===== src/dcfd_pkg.sv =====
package dcfd_pkg;

    localparam int ACTUATOR_BITS = 12;
    localparam int THROTTLE_BITS = 12;

    localparam int BYTE_W       = 8;
    localparam int PAYLOAD_LEN  = 12;
    localparam int FRAME_W      = PAYLOAD_LEN * BYTE_W;
    localparam int HELD_W       = $clog2(PAYLOAD_LEN + 1);
    localparam int FLOAT_W      = 32;
    localparam int EXP_W        = 8;
    localparam int MAN_W        = 23;
    localparam int F_BIAS       = 127;
    localparam int Q_FRAC       = 23;
    localparam int Q_W          = Q_FRAC + 1;
    localparam int CFG_DATA_W   = 24;
    localparam int CFG_IDX_W    = 3;

    localparam int STEER_PROD_W = Q_W + ACTUATOR_BITS + 2;
    localparam int STEER_NUM_W  = STEER_PROD_W + 1;
    localparam int BRAKE_PROD_W = Q_W + ACTUATOR_BITS;
    localparam int THR_PROD_W   = Q_W + THROTTLE_BITS;

    localparam logic [CFG_IDX_W-1:0] CFG_STEER_CENTER    = CFG_IDX_W'(0);
    localparam logic [CFG_IDX_W-1:0] CFG_ACTUATOR_MAX    = CFG_IDX_W'(1);
    localparam logic [CFG_IDX_W-1:0] CFG_ACTUATOR_MIN    = CFG_IDX_W'(2);
    localparam logic [CFG_IDX_W-1:0] CFG_THROTTLE_CAP    = CFG_IDX_W'(3);
    localparam logic [CFG_IDX_W-1:0] CFG_BRAKE_THRESHOLD = CFG_IDX_W'(4);
    localparam logic [CFG_IDX_W-1:0] CFG_SPEED_DEADZONE  = CFG_IDX_W'(5);

    localparam logic [ACTUATOR_BITS-1:0] RST_STEER_CENTER = ACTUATOR_BITS'(2048);
    localparam logic [ACTUATOR_BITS-1:0] RST_ACTUATOR_MAX = ACTUATOR_BITS'(4095);
    localparam logic [ACTUATOR_BITS-1:0] RST_ACTUATOR_MIN = ACTUATOR_BITS'(0);
    localparam logic [THROTTLE_BITS-1:0] RST_THROTTLE_CAP = THROTTLE_BITS'(4095);
    localparam logic [CFG_DATA_W-1:0]    RST_BRAKE_THRESH = CFG_DATA_W'(419430);
    localparam logic [CFG_DATA_W-1:0]    RST_SPEED_DZ     = CFG_DATA_W'(251658);

    typedef enum logic [1:0] {
        ST_DRIVE  = 2'd0,
        ST_BRAKE  = 2'd1,
        ST_REJECT = 2'd2
    } t_status;

    typedef logic [FRAME_W-1:0] t_frame;

    typedef struct packed {
        logic [ACTUATOR_BITS-1:0] steer_center;
        logic [ACTUATOR_BITS-1:0] actuator_max;
        logic [ACTUATOR_BITS-1:0] actuator_min;
        logic [THROTTLE_BITS-1:0] throttle_cap;
        logic [CFG_DATA_W-1:0]    brake_threshold;
        logic [CFG_DATA_W-1:0]    speed_deadzone;
    } t_cfg;

    typedef struct packed {
        logic           ok;
        logic           neg;
        logic [Q_W-1:0] mag;
    } t_qval;

endpackage


===== src/dcfd_front.sv =====
module dcfd_front (
    input  logic                         i_clk,
    input  logic                         i_rst_n,
    input  logic                         i_valid,
    output logic                         o_ready,
    input  logic [dcfd_pkg::BYTE_W-1:0]  i_rx_byte,
    output logic                         o_frame_valid,
    input  logic                         i_frame_ready,
    output dcfd_pkg::t_frame             o_frame
);

    logic [dcfd_pkg::BYTE_W-1:0] r_win [0:dcfd_pkg::PAYLOAD_LEN-1];
    logic [dcfd_pkg::HELD_W-1:0] r_held;
    logic [dcfd_pkg::BYTE_W-1:0] r_sum;

    logic accept;
    logic full;
    logic good;

    assign full    = (r_held == dcfd_pkg::HELD_W'(dcfd_pkg::PAYLOAD_LEN));
    assign good    = full && (r_sum == i_rx_byte);
    assign o_ready = !full || i_frame_ready;
    assign accept  = i_valid && o_ready;
    assign o_frame_valid = i_valid && good;

    always_comb begin
        for (int i = 0; i < dcfd_pkg::PAYLOAD_LEN; i++) begin
            o_frame[i*dcfd_pkg::BYTE_W +: dcfd_pkg::BYTE_W] = r_win[i];
        end
    end

    always_ff @(posedge i_clk) begin
        if (!i_rst_n) begin
            r_held <= '0;
            r_sum  <= '0;
        end else if (accept) begin
            if (!full) begin
                r_held <= r_held + 1'b1;
                r_sum  <= r_sum + i_rx_byte;
            end else if (good) begin
                r_held <= '0;
                r_sum  <= '0;
            end else begin
                r_sum  <= r_sum - r_win[0] + i_rx_byte;
            end
        end
    end

    // oldest byte sits at index 0 once the window is full
    always_ff @(posedge i_clk) begin
        if (accept && !good) begin
            for (int i = 0; i < dcfd_pkg::PAYLOAD_LEN - 1; i++) begin
                r_win[i] <= r_win[i+1];
            end
            r_win[dcfd_pkg::PAYLOAD_LEN-1] <= i_rx_byte;
        end
    end

endmodule


===== src/dcfd_queue.sv =====
module dcfd_queue (
    input  logic             i_clk,
    input  logic             i_rst_n,
    input  logic             i_push_valid,
    output logic             o_push_ready,
    input  dcfd_pkg::t_frame i_push_data,
    output logic             o_pop_valid,
    input  logic             i_pop_ready,
    output dcfd_pkg::t_frame o_pop_data
);

    logic             r_head_valid;
    logic             r_tail_valid;
    dcfd_pkg::t_frame r_head;
    dcfd_pkg::t_frame r_tail;

    logic push;
    logic pop;

    assign o_push_ready = !r_tail_valid;
    assign o_pop_valid  = r_head_valid;
    assign o_pop_data   = r_head;
    assign push = i_push_valid && !r_tail_valid;
    assign pop  = r_head_valid && i_pop_ready;

    always_ff @(posedge i_clk) begin
        if (!i_rst_n) begin
            r_head_valid <= 1'b0;
            r_tail_valid <= 1'b0;
        end else if (pop) begin
            r_head_valid <= r_tail_valid || push;
            r_tail_valid <= 1'b0;
        end else if (push) begin
            if (!r_head_valid) begin
                r_head_valid <= 1'b1;
            end else begin
                r_tail_valid <= 1'b1;
            end
        end
    end

    always_ff @(posedge i_clk) begin
        if (pop) begin
            r_head <= r_tail_valid ? r_tail : i_push_data;
        end else if (push) begin
            if (!r_head_valid) begin
                r_head <= i_push_data;
            end else begin
                r_tail <= i_push_data;
            end
        end
    end

endmodule


===== src/dcfd_back.sv =====
module dcfd_back (
    input  logic                               i_clk,
    input  logic                               i_rst_n,
    input  dcfd_pkg::t_cfg                     i_cfg,
    input  logic                               i_frame_valid,
    output logic                               o_frame_ready,
    input  dcfd_pkg::t_frame                   i_frame,
    output logic                               o_valid,
    input  logic                               i_ready,
    output logic [1:0]                         o_frame_status,
    output logic [dcfd_pkg::ACTUATOR_BITS-1:0] o_steer_target,
    output logic [dcfd_pkg::ACTUATOR_BITS-1:0] o_brake_target,
    output logic [dcfd_pkg::THROTTLE_BITS-1:0] o_throttle_level,
    output logic                               o_throttle_immediate,
    output logic                               o_direction_update,
    output logic                               o_direction_forward
);

    localparam int ACT_W = dcfd_pkg::ACTUATOR_BITS;
    localparam int THR_W = dcfd_pkg::THROTTLE_BITS;
    localparam int Q_W   = dcfd_pkg::Q_W;
    localparam int FW    = dcfd_pkg::FLOAT_W;

    function automatic dcfd_pkg::t_qval f_to_q(input logic [FW-1:0] bits);
        dcfd_pkg::t_qval              q;
        logic [dcfd_pkg::EXP_W-1:0]   e;
        logic [dcfd_pkg::MAN_W-1:0]   man;
        logic [dcfd_pkg::EXP_W-1:0]   sh;
        logic [Q_W-1:0]               mag;
        e   = bits[dcfd_pkg::MAN_W +: dcfd_pkg::EXP_W];
        man = bits[dcfd_pkg::MAN_W-1:0];
        sh  = dcfd_pkg::EXP_W'(dcfd_pkg::F_BIAS) - e;
        if (e == '0) begin
            mag = '0;
        end else if (sh >= dcfd_pkg::EXP_W'(Q_W)) begin
            mag = '0;
        end else begin
            mag = {1'b1, man} >> sh[$clog2(Q_W)-1:0];
        end
        q.ok  = (e < dcfd_pkg::EXP_W'(dcfd_pkg::F_BIAS)) ||
                ((e == dcfd_pkg::EXP_W'(dcfd_pkg::F_BIAS)) && (man == '0));
        q.neg = bits[FW-1] && (mag != '0);
        q.mag = mag;
        return q;
    endfunction

    logic rdy1, rdy2, rdy3;

    // stage 1: float to Q1.23
    logic            r1_valid;
    dcfd_pkg::t_qval r1_s, r1_v, r1_a;

    // stage 2: products and compares
    logic                                   r2_valid;
    logic                                   r2_ok;
    logic                                   r2_brake;
    logic                                   r2_dead;
    logic                                   r2_fwd;
    logic signed [dcfd_pkg::STEER_PROD_W-1:0] r2_steer_prod;
    logic [dcfd_pkg::BRAKE_PROD_W-1:0]      r2_brake_prod;
    logic [dcfd_pkg::THR_PROD_W-1:0]        r2_thr_prod;

    logic signed [ACT_W:0]                  n_k;
    logic signed [Q_W:0]                    n_mag_s;
    logic signed [dcfd_pkg::STEER_PROD_W-1:0] n_steer_prod;

    // stage 3: output register
    logic                r_valid;
    dcfd_pkg::t_status   r_status;
    logic [ACT_W-1:0]    r_steer;
    logic [ACT_W-1:0]    r_brake;
    logic [THR_W-1:0]    r_thr;
    logic                r_imm;
    logic                r_upd;
    logic                r_fwd;

    logic signed [dcfd_pkg::STEER_NUM_W-1:0] n_base;
    logic signed [dcfd_pkg::STEER_NUM_W-1:0] n_num;
    logic [ACT_W-1:0]    n_steer;
    logic [ACT_W:0]      n_raw;
    logic [ACT_W-1:0]    n_brake;
    logic [THR_W:0]      n_lvl;
    logic [THR_W-1:0]    n_thr;

    assign rdy3 = !r_valid || i_ready;
    assign rdy2 = !r2_valid || rdy3;
    assign rdy1 = !r1_valid || rdy2;
    assign o_frame_ready = rdy1;

    always_ff @(posedge i_clk) begin
        if (!i_rst_n) begin
            r1_valid <= 1'b0;
        end else if (rdy1) begin
            r1_valid <= i_frame_valid;
        end
    end

    always_ff @(posedge i_clk) begin
        if (rdy1) begin
            r1_s <= f_to_q(i_frame[0 +: FW]);
            r1_v <= f_to_q(i_frame[FW +: FW]);
            r1_a <= f_to_q(i_frame[2*FW +: FW]);
        end
    end

    always_comb begin
        n_mag_s = $signed({1'b0, r1_s.mag});
        if (r1_s.neg) begin
            n_k = -$signed({1'b0, i_cfg.steer_center});
        end else begin
            n_k = $signed({1'b0, i_cfg.actuator_max}) - $signed({1'b0, i_cfg.steer_center});
        end
        n_steer_prod = n_mag_s * n_k;
    end

    always_ff @(posedge i_clk) begin
        if (!i_rst_n) begin
            r2_valid <= 1'b0;
        end else if (rdy2) begin
            r2_valid <= r1_valid;
        end
    end

    always_ff @(posedge i_clk) begin
        if (rdy2) begin
            r2_ok         <= r1_s.ok && r1_v.ok && r1_a.ok;
            r2_brake      <= r1_a.neg && (r1_a.mag > i_cfg.brake_threshold);
            r2_dead       <= r1_v.mag < i_cfg.speed_deadzone;
            r2_fwd        <= !r1_v.neg;
            r2_steer_prod <= n_steer_prod;
            r2_brake_prod <= r1_a.mag * i_cfg.actuator_max;
            r2_thr_prod   <= r1_v.mag * i_cfg.throttle_cap;
        end
    end

    always_comb begin
        n_base = $signed({{(dcfd_pkg::STEER_NUM_W - ACT_W - dcfd_pkg::Q_FRAC){1'b0}},
                          i_cfg.steer_center, {dcfd_pkg::Q_FRAC{1'b0}}});
        n_num  = n_base + dcfd_pkg::STEER_NUM_W'(r2_steer_prod);
        n_steer = n_num[dcfd_pkg::STEER_NUM_W-1] ? '0 : n_num[dcfd_pkg::Q_FRAC +: ACT_W];

        n_raw = r2_brake_prod[dcfd_pkg::Q_FRAC +: ACT_W+1];
        if (n_raw < {1'b0, i_cfg.actuator_min}) begin
            n_brake = i_cfg.actuator_min;
        end else if (n_raw > {1'b0, i_cfg.actuator_max}) begin
            n_brake = i_cfg.actuator_max;
        end else begin
            n_brake = n_raw[ACT_W-1:0];
        end

        n_lvl = r2_thr_prod[dcfd_pkg::Q_FRAC +: THR_W+1];
        if (n_lvl > {1'b0, i_cfg.throttle_cap}) begin
            n_thr = i_cfg.throttle_cap;
        end else begin
            n_thr = n_lvl[THR_W-1:0];
        end
    end

    always_ff @(posedge i_clk) begin
        if (!i_rst_n) begin
            r_valid <= 1'b0;
        end else if (rdy3) begin
            r_valid <= r2_valid;
        end
    end

    always_ff @(posedge i_clk) begin
        if (rdy3) begin
            r_brake <= i_cfg.actuator_min;
            r_thr   <= '0;
            r_imm   <= 1'b0;
            r_upd   <= 1'b0;
            r_fwd   <= 1'b0;
            if (!r2_ok) begin
                r_status <= dcfd_pkg::ST_REJECT;
                r_steer  <= '0;
            end else if (r2_brake) begin
                r_status <= dcfd_pkg::ST_BRAKE;
                r_steer  <= n_steer;
                r_brake  <= n_brake;
                r_imm    <= 1'b1;
            end else begin
                r_status <= dcfd_pkg::ST_DRIVE;
                r_steer  <= n_steer;
                if (!r2_dead) begin
                    r_thr <= n_thr;
                    r_upd <= 1'b1;
                    r_fwd <= r2_fwd;
                end
            end
        end
    end

    assign o_valid              = r_valid;
    assign o_frame_status       = r_status;
    assign o_steer_target       = r_steer;
    assign o_brake_target       = r_brake;
    assign o_throttle_level     = r_thr;
    assign o_throttle_immediate = r_imm;
    assign o_direction_update   = r_upd;
    assign o_direction_forward  = r_fwd;

endmodule


===== src/drive_command_frame_decoder_top.sv =====
// Drive command frame decoder. Takes one serial byte per cycle into a 12-byte window
// (steer, speed, accel as little-endian float32) plus a checksum byte; a frame whose
// 8-bit sum matches is handed through a two-entry queue to a three-stage decode
// pipeline, a mismatch slides the window by one byte. Input throughput is one byte
// per cycle; it stalls only on a checksum byte while the queue is full. A frame is
// registered into the queue head and then into the three decode stages; the decode
// pipeline delivers one result per cycle while i_ready is high.
// Configuration registers may be written only while no frame is in flight.
module drive_command_frame_decoder_top (
    input  logic                                i_clk,
    input  logic                                i_rst_n,
    input  logic                                i_valid,
    output logic                                o_ready,
    input  logic [dcfd_pkg::BYTE_W-1:0]         i_rx_byte,
    output logic                                o_valid,
    input  logic                                i_ready,
    output logic [1:0]                          o_frame_status,
    output logic [dcfd_pkg::ACTUATOR_BITS-1:0]  o_steer_target,
    output logic [dcfd_pkg::ACTUATOR_BITS-1:0]  o_brake_target,
    output logic [dcfd_pkg::THROTTLE_BITS-1:0]  o_throttle_level,
    output logic                                o_throttle_immediate,
    output logic                                o_direction_update,
    output logic                                o_direction_forward,
    input  logic                                i_cfg_wr_en,
    input  logic [dcfd_pkg::CFG_IDX_W-1:0]      i_cfg_index,
    input  logic [dcfd_pkg::CFG_DATA_W-1:0]     i_cfg_data
);

    dcfd_pkg::t_cfg   r_cfg;
    logic             front_valid;
    logic             front_ready;
    dcfd_pkg::t_frame front_frame;
    logic             back_valid;
    logic             back_ready;
    dcfd_pkg::t_frame back_frame;

    always_ff @(posedge i_clk) begin
        if (!i_rst_n) begin
            r_cfg.steer_center    <= dcfd_pkg::RST_STEER_CENTER;
            r_cfg.actuator_max    <= dcfd_pkg::RST_ACTUATOR_MAX;
            r_cfg.actuator_min    <= dcfd_pkg::RST_ACTUATOR_MIN;
            r_cfg.throttle_cap    <= dcfd_pkg::RST_THROTTLE_CAP;
            r_cfg.brake_threshold <= dcfd_pkg::RST_BRAKE_THRESH;
            r_cfg.speed_deadzone  <= dcfd_pkg::RST_SPEED_DZ;
        end else if (i_cfg_wr_en) begin
            case (i_cfg_index)
                dcfd_pkg::CFG_STEER_CENTER: begin
                    r_cfg.steer_center <= i_cfg_data[dcfd_pkg::ACTUATOR_BITS-1:0];
                end
                dcfd_pkg::CFG_ACTUATOR_MAX: begin
                    r_cfg.actuator_max <= i_cfg_data[dcfd_pkg::ACTUATOR_BITS-1:0];
                end
                dcfd_pkg::CFG_ACTUATOR_MIN: begin
                    r_cfg.actuator_min <= i_cfg_data[dcfd_pkg::ACTUATOR_BITS-1:0];
                end
                dcfd_pkg::CFG_THROTTLE_CAP: begin
                    r_cfg.throttle_cap <= i_cfg_data[dcfd_pkg::THROTTLE_BITS-1:0];
                end
                dcfd_pkg::CFG_BRAKE_THRESHOLD: begin
                    r_cfg.brake_threshold <= i_cfg_data;
                end
                dcfd_pkg::CFG_SPEED_DEADZONE: begin
                    r_cfg.speed_deadzone <= i_cfg_data;
                end
                default: begin
                end
            endcase
        end
    end

    dcfd_front u_front (
        .i_clk         (i_clk),
        .i_rst_n       (i_rst_n),
        .i_valid       (i_valid),
        .o_ready       (o_ready),
        .i_rx_byte     (i_rx_byte),
        .o_frame_valid (front_valid),
        .i_frame_ready (front_ready),
        .o_frame       (front_frame)
    );

    dcfd_queue u_queue (
        .i_clk        (i_clk),
        .i_rst_n      (i_rst_n),
        .i_push_valid (front_valid),
        .o_push_ready (front_ready),
        .i_push_data  (front_frame),
        .o_pop_valid  (back_valid),
        .i_pop_ready  (back_ready),
        .o_pop_data   (back_frame)
    );

    dcfd_back u_back (
        .i_clk                (i_clk),
        .i_rst_n              (i_rst_n),
        .i_cfg                (r_cfg),
        .i_frame_valid        (back_valid),
        .o_frame_ready        (back_ready),
        .i_frame              (back_frame),
        .o_valid              (o_valid),
        .i_ready              (i_ready),
        .o_frame_status       (o_frame_status),
        .o_steer_target       (o_steer_target),
        .o_brake_target       (o_brake_target),
        .o_throttle_level     (o_throttle_level),
        .o_throttle_immediate (o_throttle_immediate),
        .o_direction_update   (o_direction_update),
        .o_direction_forward  (o_direction_forward)
    );

endmodule


===== config.mk =====
export PLATFORM = sky130hd
export DESIGN_NAME = drive_command_frame_decoder_top
export DESIGN_NICKNAME = d
export VERILOG_FILES = /design/src/dcfd_pkg.sv /design/src/dcfd_front.sv /design/src/dcfd_queue.sv /design/src/dcfd_back.sv /design/src/drive_command_frame_decoder_top.sv
export SDC_FILE = /design/constraint.sdc
export NUM_CORES = 2
export LEC_CHECK = 0
export BUFFER_PORTS_ARGS = -buffer_cell sky130_fd_sc_hd__buf_4
export CAP_MARGIN = 20
export CELL_PAD_IN_SITES_DETAIL_PLACEMENT = 1
export CELL_PAD_IN_SITES_GLOBAL_PLACEMENT = 2
export CORE_ASPECT_RATIO = 1.4
export CORE_MARGIN = 5
export CORE_UTILIZATION = 40
export CTS_BUF_LIST = sky130_fd_sc_hd__clkbuf_16
export DETAILED_ROUTE_END_ITERATION = 16
export GPL_TIMING_DRIVEN = 0
export PLACE_DENSITY = 0.87
export RECOVER_POWER = 25
export REMOVE_ABC_BUFFERS = 1
export SETUP_SLACK_MARGIN = 0.3
export SYNTH_ARGS = -nofsm -noshare
export SYNTH_HDL_FRONTEND = slang
export SYNTH_SLANG_ARGS = --single-unit

===== constraint.sdc =====
create_clock -name i_clk -period 15.1 [get_ports i_clk]
set_input_delay 2.265 -clock i_clk [delete_from_list [all_inputs] [get_ports i_clk]]
set_output_delay 2.265 -clock i_clk [all_outputs]
set_load 0.005 [all_outputs]

After elaboration in Yosys (flattened, before gate mapping)
Memories as Yosys holds them, arrays and structs flattened.
Cells that the tools add are included.
{"block": "totals", "in_bits": 40, "ramBits": 96, "regBits": 538, "n_memories": 1}
{"memory": "u_front.r_win", "depth": 12, "word_bits": 8, "rd": 12, "rd_clocked_by_memory_dff": 0, "wr": 12, "line_no": "dcfd_front.sv:12", "source": "logic [dcfd_pkg::BYTE_W-1:0] r_win [0:dcfd_pkg::PAYLOAD_LEN-1];"}
{"block": "op_classes", "addsub": 10, "n_mux": 30, "mul": 3, "n_reduce_logical": 55, "magnitude_cmp": 11, "bitwise": 3, "shift": 3, "n_eq_ne": 12}
{"cell": "$mux 96", "n": 4}
{"cell": "$mux 24", "n": 9}
{"cell": "$mul 24x12->36", "n": 2}
{"cell": "$reduce_bool 24->1", "n": 3}
{"cell": "$shr 24x5->24", "n": 3}
{"cell": "$logic_not 23->1", "n": 3}
{"cell": "$mux 12", "n": 5}
{"cell": "$add 36x38->39", "n": 1}
{"cell": "$mul 25x13->38", "n": 1}
{"cell": "$gt 13x12->1", "n": 2}
{"cell": "$eq 8x7->1 const B", "n": 3}
{"cell": "$ge 8x5->1 const B", "n": 3}
{"cell": "$gt 24x24->1", "n": 1}
{"cell": "$logic_not 8->1", "n": 3}
{"cell": "$lt 24x24->1", "n": 1}
{"cell": "$lt 8x7->1 const B", "n": 3}
{"cell": "$sub 7x8->8 const A", "n": 3}
{"cell": "$reduce_and 2->1", "n": 9}
{"cell": "$add 8x8->8", "n": 2}
{"cell": "$mux 8", "n": 2}
{"cell": "$logic_and 1x1->1", "n": 15}
{"cell": "$lt 13x12->1", "n": 1}
{"cell": "$mux 13", "n": 1}
{"cell": "$neg 12->13", "n": 1}
{"cell": "other kinds (19)", "n": 46}

Logic depth before layout (Yosys ltp)
{"block": "depth", "depth_word": 7, "mapped_depth": 33, "mapped_depth_nobuf": 31}

By module
Synthesis repeated with hierarchy kept, for this count alone.
{"block": "hier_totals", "cells_unflattened": 5007, "area_unflattened_um2": 53025.9}
{"module": "dcfd_back", "area_each_um2": 37702.4, "cells_per_inst": 4060, "instances": 1, "seq_area_each_um2": 4954.8}
{"module": "dcfd_queue", "area_each_um2": 7180.6, "cells_per_inst": 312, "instances": 1, "seq_area_each_um2": 5805.6}
{"module": "dcfd_front", "area_each_um2": 4380.5, "cells_per_inst": 271, "instances": 1, "seq_area_each_um2": 3123.0}
{"module": "drive_command_frame_decoder_top", "area_each_um2": 3762.4, "cells_per_inst": 364, "instances": 1, "seq_area_each_um2": 1921.8}

Least setup slack after synthesis
OpenSTA, ideal clock, no wires.
{"block": "synth_timing", "path_kind": "input to register", "startpoint": "input i_ready", "endpoint": "register u_queue.r_tail[0] (enable)", "arrival_time_ps": 12078, "n_path_buf": 0, "setup_slack_ps": 2354, "path_stages": 3, "t_required_ps": 14433, "path_cell_list": "nor2b_1 > nand3_1 > nor3_1"}
{"block": "synth_via", "elab_chain_len": 6}
{"element": "start: declaration", "line_no": "drive_command_frame_decoder_top.sv:16", "source": "input logic i_ready,"}
{"element": "$logic_or 1x1->1", "line_no": "dcfd_back.sv:85", "source": "assign rdy3 = !r_valid || i_ready;"}
{"element": "$logic_or 1x1->1", "line_no": "dcfd_back.sv:86", "source": "assign rdy2 = !r2_valid || rdy3;"}
{"element": "$logic_or 1x1->1", "line_no": "dcfd_back.sv:87", "source": "assign rdy1 = !r1_valid || rdy2;"}
{"element": "named net back_ready", "line_no": "drive_command_frame_decoder_top.sv:34", "source": "logic back_ready;"}
{"element": "$logic_and 1x1->1", "line_no": "dcfd_queue.sv:24", "source": "assign pop = r_head_valid && i_pop_ready;"}
{"element": "$not 1->1 (no source line)"}
{"element": "$reduce_and 3->1 (no source line)"}
{"element": "end signal: assignment", "line_no": "dcfd_queue.sv:49", "source": "r_tail <= i_push_data;"}
{"element": "end: declaration", "line_no": "dcfd_queue.sv:15", "source": "dcfd_pkg::t_frame r_tail;"}
The timed path passes the listed nets, and every way through them passes these cells.
A chain may end at the register's enable or synchronous reset.

Worst setup path after layout
{"block": "layout_timing", "startpoint": "register r_cfg[72] in the netlist's numbering", "endpoint": "register u_back.r2_steer_prod[37] in the netlist's numbering (data pin)"}
{"block": "layout_via", "elab_chain_len": 3}
{"element": "start: declaration", "line_no": "drive_command_frame_decoder_top.sv:29", "source": "dcfd_pkg::t_cfg r_cfg;"}
{"element": "$sub 12x12->13", "line_no": "dcfd_back.sv:111", "source": "n_k = $signed({1'b0, i_cfg.actuator_max}) - $signed({1'b0, i_cfg.steer_center});"}
{"element": "$mux 13", "line_no": "dcfd_back.sv:108", "source": "if (r1_s.neg) begin"}
{"element": "$mul 25x13->38", "line_no": "dcfd_back.sv:113", "source": "n_steer_prod = n_mag_s * n_k;"}
{"element": "named net u_back.n_steer_prod (one bit)", "line_no": "dcfd_back.sv:65", "source": "logic signed [dcfd_pkg::STEER_PROD_W-1:0] n_steer_prod;"}
{"element": "end signal: assignment", "line_no": "dcfd_back.sv:130", "source": "r2_steer_prod <= n_steer_prod;"}
{"element": "end: declaration", "line_no": "dcfd_back.sv:59", "source": "logic signed [dcfd_pkg::STEER_PROD_W-1:0] r2_steer_prod;"}
The timed path passes the listed nets, and every way through them passes these cells.

==> flow_summary.yaml <==
outcome:
  status: "finished, violations left"
  violations: "capacitance limit, slew limit"
timing:
  holdWs_ns: 0.458
  fin_crit_sh_pct: 61.0
  skew_ns: 0.0709
  rsz0062_at_grt: "no"
  drv_slew: 1
  fmax_mhz: 109
  min_period_ns: 9.21
  layout_setup_ws_ns: 5.89
  tightest_slew_ns: 1.50
  finalSetupViolations: 0
  hold_violations: 0
  relSlewSlack_pct: -0.686
detailed_routing:
  ant_nets: 0
  routedWlPerCell_um: 22.2
  vias: 37357
  dr.pass1.iters: 5
  detail_route.iter0.violations: 1861
  drc: 0
  totalWireLength_mm: 153
  routed_via_density: 5.42
yosys:
  synth_most_common_cell: "nand2_1"
  netlist_top_cells_count: "nand2_1, inv_1, fa_1"
  synthTopCellsByArea: "fa_1, edfxtp_1, ha_1, nand2_1, inv_1"
  syn_area_mm2: 0.0530
  ys_ff_latch: 564
  synth.distinct_cells: 69
  syn_area_per_cell_um2: 10.3
  async_flop_share_pct: 0
  synth_seq_area_share_pct: 29.8
  synth_top_area_share_pct: 26.0
  synth_area_leader_cell: "fa_1"
  synth_flop_cell: "edfxtp_1"
  synth-edff-count: 451
  synth-warning-count: 0
  synthCells: 5156
job:
  drv_cap: 1
floorplanning:
  design.portCount: 83
  die-area_mm2: 0.140
  initial_core_util_pct: 40.1
  coreArea_mm2: 0.132
  die_w_um: 318
  rows: 158
  die-height_um: 441
critical_path:
  crit_top_cell: "fa_1"
  slowest_delay_ns: 0.86
  worstSetupPathType: "flip-flop to flip-flop"
  path_max_fanout: 24
  arrival_ns: 9.71
  rr_worst_depth: 29
  critPathLaunchType: "flip-flop"
  cpMaxStageDelayCell: "or3b_1"
  cp-end-kind: "flip-flop"
  cp.required_ns: 15.59
global_routing:
  grt_pass1_vias: 42325
  grt_antenna_before_repair: 5
  grt_max_degree: 58
  track_usage_pct: 21.7
  grt_first_pass_wirelength_mm: 240
  grt.overflow.total: 0
power_and_ir_drop:
  swShare_pct: 25.3
  p_per_area_mw_per_mm2: 62.2
  total_power_mw: 3.62
  power_frac_clock_pct: 42.0
  seqPwrFrac_pct: 48.1
  power_leakage_nw: 25.2
  switchingPower_mw: 0.914
  max-vdd-ir-drop_uv: 92.3
  intPower_mw: 2.70
  combPwrFrac_pct: 9.9
cts:
  clk_pin_slew_ns: 0.07
  hold_buffers: 0
  htreeDepth: 2
  clockRootBuffer: "clkbuf_16"
  clk_latency_ns: 0.68
  cts.sinks: 564
  cts_resized: 0
  post_cts_buffers: 0
  cts_tree: "yes"
  clock_path_buffers: 3
  cts_buffers: 58
hold_path:
  hold_class: "flip-flop to flip-flop"
  holdPathStages: 2
place:
  dp_hpwl_mm: 119
  io_buffer_count: 82
  place_congestion: 0.860
  preCtsSetupSlack_ns: 5.77
  place_area_mm2: 0.0560
finish:
  finalInstanceArea_mm2: 0.0581
  drive_gt1_share_pct: 7.91
  final_net_count: 6190
  fin_util_pct: 44.0
  nFillCells: 14656
  syn_to_final_growth_pct: 9.72
path summary, 6_finish.rpt:
check                              to  slack [ns]  startpoint
min                          r_cfg[5]        0.46    r_cfg[5]
min reg2reg                  r_cfg[5]        0.46    r_cfg[5]
max reg2reg  u_back.r2_steer_prod[37]        5.89   r_cfg[72]
max          u_back.r2_steer_prod[37]        5.89   r_cfg[72]
placed cells by master (no fill, tap or decap), drive strengths merged, types with 64 or more instances in the layout:
cell type,instances
mux2i,83
ha,377
dfxtp,113
edfxtp,451
inv,799
nor2b,70
buf,136
o21ai,74
mux2,118
a211oi,64
nand2,901
a21oi,182
clkbuf,73
fa,689
nor2,146
a21o,64
and2,201
power groups by stage:
stage	combinational, mW	sequential (mW)	clock (mW)
3_5_place_dp	0.355	1.78	0
5_1_grt	0.395	1.74	1.62
2_1_floorplan	0.213	1.76	0
6_report	0.358	1.74	1.52
4_1_cts	0.357	1.74	1.55
3_3_place_gp	0.306	1.79	0
layer usage:
metal	GRT usage, %	up-vias	wire, um
met1	25.1	19590	59100
met4	7.88	4	6230
met3	2.22	298	5580
li1	-	16644	-
met5	0	-	24
met2	41.5	821	82000
through the flow:
| step | cells | TNS (ns) |
|---|---|---|
| after floorplan | 4874 | 0 |
| after global placement | 6716 | -338.25 |
| after detailed placement | 6772 | 0 |
| after CTS | 6881 | 0 |
| after global routing | 6894 | 0 |
| final | 6895 | 0 |
registers in the layout (all words and copies together), names as in the netlist, 8 cells and up:
register                 count
u_back.n_mag_s              24
u_back.r2_steer_prod        15
u_front.r_sum                8
u_back.o_throttle_level     12
u_front.r_win               96
u_queue.r_tail              96
u_back.o_brake_target       12
u_back.r1_a                 26
u_back.r2_thr_prod          13
u_back.r2_brake_prod        13
u_queue.o_pop_data          96
u_back.r1_v                 26
u_back.o_steer_target       12
r_cfg                       96
critical path: cells and delay by family, from the launching register on:
family                   cells  cell delay [ns]
AO/OA/AOI/OAI               12             2.38
flip-flops                   1             0.66
AND/OR/NAND/NOR              5             1.97
buffers and inverters        3             0.19
adder cells (fa/ha/maj)      9             3.87
logic make-up (layout without fill, tap and decap cells):
family | count (synthesis) | after routing | synth area share (%)
AOI/OAI and AO/OA | 577 | 577 | 7.13
muxes | 242 | 242 | 5.82
xor gates and xnor gates | 71 | 71 | 1.17
DFF | 564 | 564 | 29.8
and+or+nand+nor | 1574 | 1574 | 13.5
adders and majority gates | 1066 | 1066 | 34.9
other | 0 | 2 | 0
buffers and inverters | 1062 | 1039 | 7.60
final cells by class:
type	count	area, um^2	area share (%)
clock inverters	50	526	0.904
repair buffers	150	1900	3.28
well taps	1760	2200	3.79
clock buffers	59	1480	2.54
inverters	780	2930	5.04
multi-input cells	3530	33300	57.3
diodes	2	5.00	0.00861
flip-flops and latches	564	15800	27.2
Power figures use the tool's default switching activity.
